[src/rtl/e2r_pkg.sv]
// Shared constants, types and helpers for the Euler-to-rotation-matrix block.
package e2r_pkg;

   localparam int CORDIC_STEPS = 16;
   localparam int ATAN_ENTRIES = 24;
   localparam int NUM_STAGES   = (CORDIC_STEPS < ATAN_ENTRIES) ? CORDIC_STEPS : ATAN_ENTRIES;
   localparam int STAGE_W      = $clog2(ATAN_ENTRIES);
   localparam int XY_W         = 34;
   localparam int Z_W          = 34;
   localparam logic signed [XY_W-1:0] CORDIC_GAIN_Q30 = 34'sd652032874;
   localparam logic signed [15:0] ONE_Q14 = 16'sd16384;

   typedef logic signed [XY_W-1:0] xy_type;
   typedef logic signed [Z_W-1:0]  z_type;
   typedef logic signed [15:0]     q14_type;

   // One angle's rotation state carried from cell to cell.
   typedef struct packed {
      xy_type x;
      xy_type y;
      z_type  z;
      logic   flip;
   } rot_type;

   typedef struct packed {
      rot_type yaw;
      rot_type pitch;
      rot_type roll;
   } cell_type;

   function automatic z_type atan_turns(input logic [STAGE_W-1:0] idx);
      logic [29:0] v;
      case (idx)
         5'd0:  v = 30'd536870912;
         5'd1:  v = 30'd316933406;
         5'd2:  v = 30'd167458907;
         5'd3:  v = 30'd85004756;
         5'd4:  v = 30'd42667331;
         5'd5:  v = 30'd21354465;
         5'd6:  v = 30'd10679838;
         5'd7:  v = 30'd5340245;
         5'd8:  v = 30'd2670163;
         5'd9:  v = 30'd1335087;
         5'd10: v = 30'd667544;
         5'd11: v = 30'd333772;
         5'd12: v = 30'd166886;
         5'd13: v = 30'd83443;
         5'd14: v = 30'd41721;
         5'd15: v = 30'd20860;
         5'd16: v = 30'd10430;
         5'd17: v = 30'd5215;
         5'd18: v = 30'd2607;
         5'd19: v = 30'd1303;
         5'd20: v = 30'd651;
         5'd21: v = 30'd325;
         5'd22: v = 30'd162;
         5'd23: v = 30'd81;
         default: v = 30'd0;
      endcase
      return z_type'({4'd0, v});
   endfunction

   function automatic q14_type clamp_unit(input logic signed [47:0] v);
      if (v > 48'sd16384)       return ONE_Q14;
      else if (v < -48'sd16384) return -ONE_Q14;
      else                      return v[15:0];
   endfunction

endpackage

[src/rtl/e2r_cell.sv]
// One CORDIC micro-rotation cell for all three angles, registered output.
module e2r_cell (
   input  logic                            clock,
   input  logic                            advance,
   input  logic [e2r_pkg::STAGE_W-1:0]     stage,
   input  e2r_pkg::cell_type               cell_in,
   output e2r_pkg::cell_type               cell_out
);
   import e2r_pkg::*;

   cell_type cell_ff, cell_in_w;

   function automatic rot_type step(input rot_type r, input logic [STAGE_W-1:0] i);
      rot_type o;
      xy_type dx, dy;
      z_type  a;
      o  = r;
      dx = r.y >>> i;
      dy = r.x >>> i;
      a  = atan_turns(i);
      if (!r.z[Z_W-1]) begin
         o.x = r.x - dx;
         o.y = r.y + dy;
         o.z = r.z - a;
      end else begin
         o.x = r.x + dx;
         o.y = r.y - dy;
         o.z = r.z + a;
      end
      return o;
   endfunction

   always_comb begin
      cell_in_w.yaw   = step(cell_in.yaw, stage);
      cell_in_w.pitch = step(cell_in.pitch, stage);
      cell_in_w.roll  = step(cell_in.roll, stage);
   end

   always_ff @(posedge clock) begin
      if (advance) begin
         cell_ff <= cell_in_w;
      end
   end

   assign cell_out = cell_ff;
endmodule

[config.mk]
export PLATFORM = sky130hd
export DESIGN_NAME = e2r_cell
export DESIGN_NICKNAME = d
export VERILOG_FILES = /design/src/rtl/e2r_pkg.sv /design/src/rtl/e2r_cell.sv
export SDC_FILE = /design/constraint.sdc
export NUM_CORES = 2
export LEC_CHECK = 0
export ABC_AREA = 1
export BUFFER_PORTS_ARGS = -buffer_cell sky130_fd_sc_hd__buf_2
export CORE_ASPECT_RATIO = 0.75
export CORE_UTILIZATION = 55
export DETAILED_ROUTE_END_ITERATION = 6
export GPL_TIMING_DRIVEN = 1
export PLACE_DENSITY = 0.81
export SYNTH_ARGS = -nofsm -noshare
export SYNTH_HDL_FRONTEND = slang
export SYNTH_SLANG_ARGS = --single-unit
[constraint.sdc]
create_clock -name clock -period 4.7 [get_ports clock]
set_clock_uncertainty 0.05 [all_clocks]
set_input_delay 0.235 -clock clock [delete_from_list [all_inputs] [get_ports clock]]
set_output_delay 0.235 -clock clock [all_outputs]
set_load 0.02 [all_outputs]
==> qor.txt <==
htree depth -> 2
Die Y -> 248.5 um
1st-iter DRT viols -> 7805
DP Worst Slack -> -0.1800 ns
gr usage total -> 0.4207
hold depth -> 2
number of distinct library cells after synthesis -> 58
area of the multi-input gates -> 31390 um^2
Residual DRC -> 0
fillers -> 7453
Total Routed Length -> 181100 um
Initial Utilization -> 0.5611
CP Launch Type -> input port
CP max stage cell -> a2111oi_0
Final period util -> 0.9380
Worst Setup Path Type -> input port to register
Pleak -> 27.02 nW
Area growth, synth to finish -> 18.04%
Port Buffer Count -> 624
placer congestion estimate -> 1.126
Via density -> 5.954
hold_sp -> cell_in[70]
Final Instance Area -> 52580 um^2
crit end category -> register
Slew Viols, Final -> 0
Mean Syn Cell Area -> 6.169 um^2
Gate Count Post-Synth -> 7221
non-filler cells, final -> 9125
drt pass-1 iters -> 7
vias in the first global route -> 47930
Max Buffers Root-to-Sink -> 3
Worst Path Buf+Inv -> 5
Synth warnings -> 0
Die Width -> 330.6 um
clock sink total -> 309
commonest cells in the netlist -> 2333 x nand2_1, 1156 x nand3_1, 662 x inv_1
fmax -> 226.8 MHz
die area -> 82150 um^2
sequential share of the synthesized area -> 0.2083
WP data required -> 4.99 ns
Post-synth EDFFs -> 309
outcome -> finished clean
Slew @ Worst Pin -> 0.8794 ns
max cap viols -> 0
Top Ports -> 625
Yosys top cell area share -> 0.2083
Synth async-reset ratio -> 0
Worst VDD drop -> 0.4720 mV
Hold WC Path Type -> input port to register
most used cell, CP -> nand2_1
Syn Nets -> 7857
dpl cells -> 9029
CTS clk-pin slew, worst paths -> 0.07 ns
initial antenna violation count -> 17
fraction of layout cells with a size suffix above 1 -> 0.1469
Synth area leaders -> edfxtp_1 21%, nand2_1 20%, nand3_1 13%
Placed Area -> 51190 um^2
Hold Vio Cnt, Final -> 0
area leader, netlist -> edfxtp_1
Post-DP HPWL -> 147900 um
largest net degree at the start of global routing -> 113
Worst path max stage delay -> 0.45 ns
detailed-route via count -> 54330
Final setup violation count -> 0
Largest register FFs -> 309
Power per Cell Area -> 327.7 nW/um^2
critical path's top delay family -> simple AND/OR/NAND/NOR gates
FF/Latch Area -> 9279 um^2
post-route ant nets -> 0
synthesized flop and latch total -> 309
slack of the critical path -> 0.2915 ns
WHS Endpoint -> cell_out[70]
TritonCTS clock tree -> done
Slew HR -> 0.4137
Congestion Overflow GR -> 0
CTS Buf Count -> 37
Site Rows -> 89
layout net count -> 8673
core area -> 79400 um^2
top-count cell post-synth -> nand2_1
wire per inst -> 19.84 um
dominant synthesized flop cell -> edfxtp_1
WP data arrival -> 4.70 ns
cell area after synthesis -> 44550 um^2
Clock Tree Root -> clkbuf_16
min Tclk post-route -> 4.409 ns
first-pass GRT wire length -> 271600 um
crit path max fanout -> 58
[kinds of logic after synthesis]
family,synth area share
compound gates,0.1267
flops,0.2083
xor+xnor,0.08454
simple gates,0.4009
buf+inv,0.08811
fa+ha+maj,0.09140
[cell type report]
type / instances / share of cell area
multi-input combinational: 5971 / 0.5970
sequential: 309 / 0.1765
timing repair buffer: 1037 / 0.1294
inverter: 681 / 0.04892
tap: 1046 / 0.02489
clock buffer: 40 / 0.01782
clock inverter: 27 / 0.004830
antenna: 14 / 0.0006663
[power by group]
| group | switching, mW | leakage (nW) | internal (mW) |
|---|---|---|---|
| Clock | 1.35 | 0.580 | 1.63 |
| Combinational | 6.45 | 23.4 | 3.48 |
| Sequential | 0.230 | 3.02 | 4.10 |
[how the worst max path moves through the flow]
stage | startpoint | end | slack, ns | cells after the start
2_1_floorplan | stage[0] | cell_out[131] | 0.15 | 31
3_3_place_gp | stage[1] | cell_out[266] | -0.15 | 29
3_5_place_dp | stage[1] | cell_out[66] | -0.18 | 29
4_1_cts | cell_in[69] | cell_out[66] | 0.36 | 26
5_1_grt | cell_in[172] | cell_out[162] | -0.008 | 28
6_report | stage[1] | cell_out[65] | 0.29 | 25
[metrics by stage]
step	utilization	TNS [ns]	power, mW	hold slack [ns]
2_1_floorplan	-	0	10.50	0.2839
3_3_place_gp	0.6447	-0.6415	13.84	0.3617
3_5_place_dp	0.6447	-1.188	13.94	0.3638
4_1_cts	0.6612	0	16.98	0.006265
5_1_grt	0.6620	-0.008191	18.18	0.03652
6_report	0.6623	0	17.23	0.03141
[cells in the final DEF (no fill, tap or decap), types with 23 or more instances in the layout]
master     instances
nand2_1         2333
nand3_1         1156
inv_1            659
buf_2            618
nor2_1           536
a21oi_1          394
buf_4            361
o21ai_0          314
ha_1             311
edfxtp_1         309
xor2_1           297
xnor2_1          133
a31oi_1           73
nand4_1           57
o21a_1            42
buf_12            41
o21ai_1           38
clkbuf_16         37
nor3_1            30
a21o_1            30
a21boi_0          23
[per-layer routing]
layer / vias up / GRT usage / wire length (um)
met2: 3555 / 0.6009 / 73380
li1: 25790 / - / -
met5: - / 0 / 86
met3: 461 / 0.1116 / 24430
met4: 14 / 0.1601 / 7936
met1: 24510 / 0.5977 / 75230
[timing repair]
| action | CTS | global route |
|---|---|---|
| hold buffers | 12 | 0 |
| hold endpoints to repair | 12 | 0 |
| buffers inserted | 0 | 3 |
| endpoints found under the setup margin | 0 | 13 |
| resized for setup | 0 | 9 |
No activity file was read; power rests on OpenSTA's default activity.
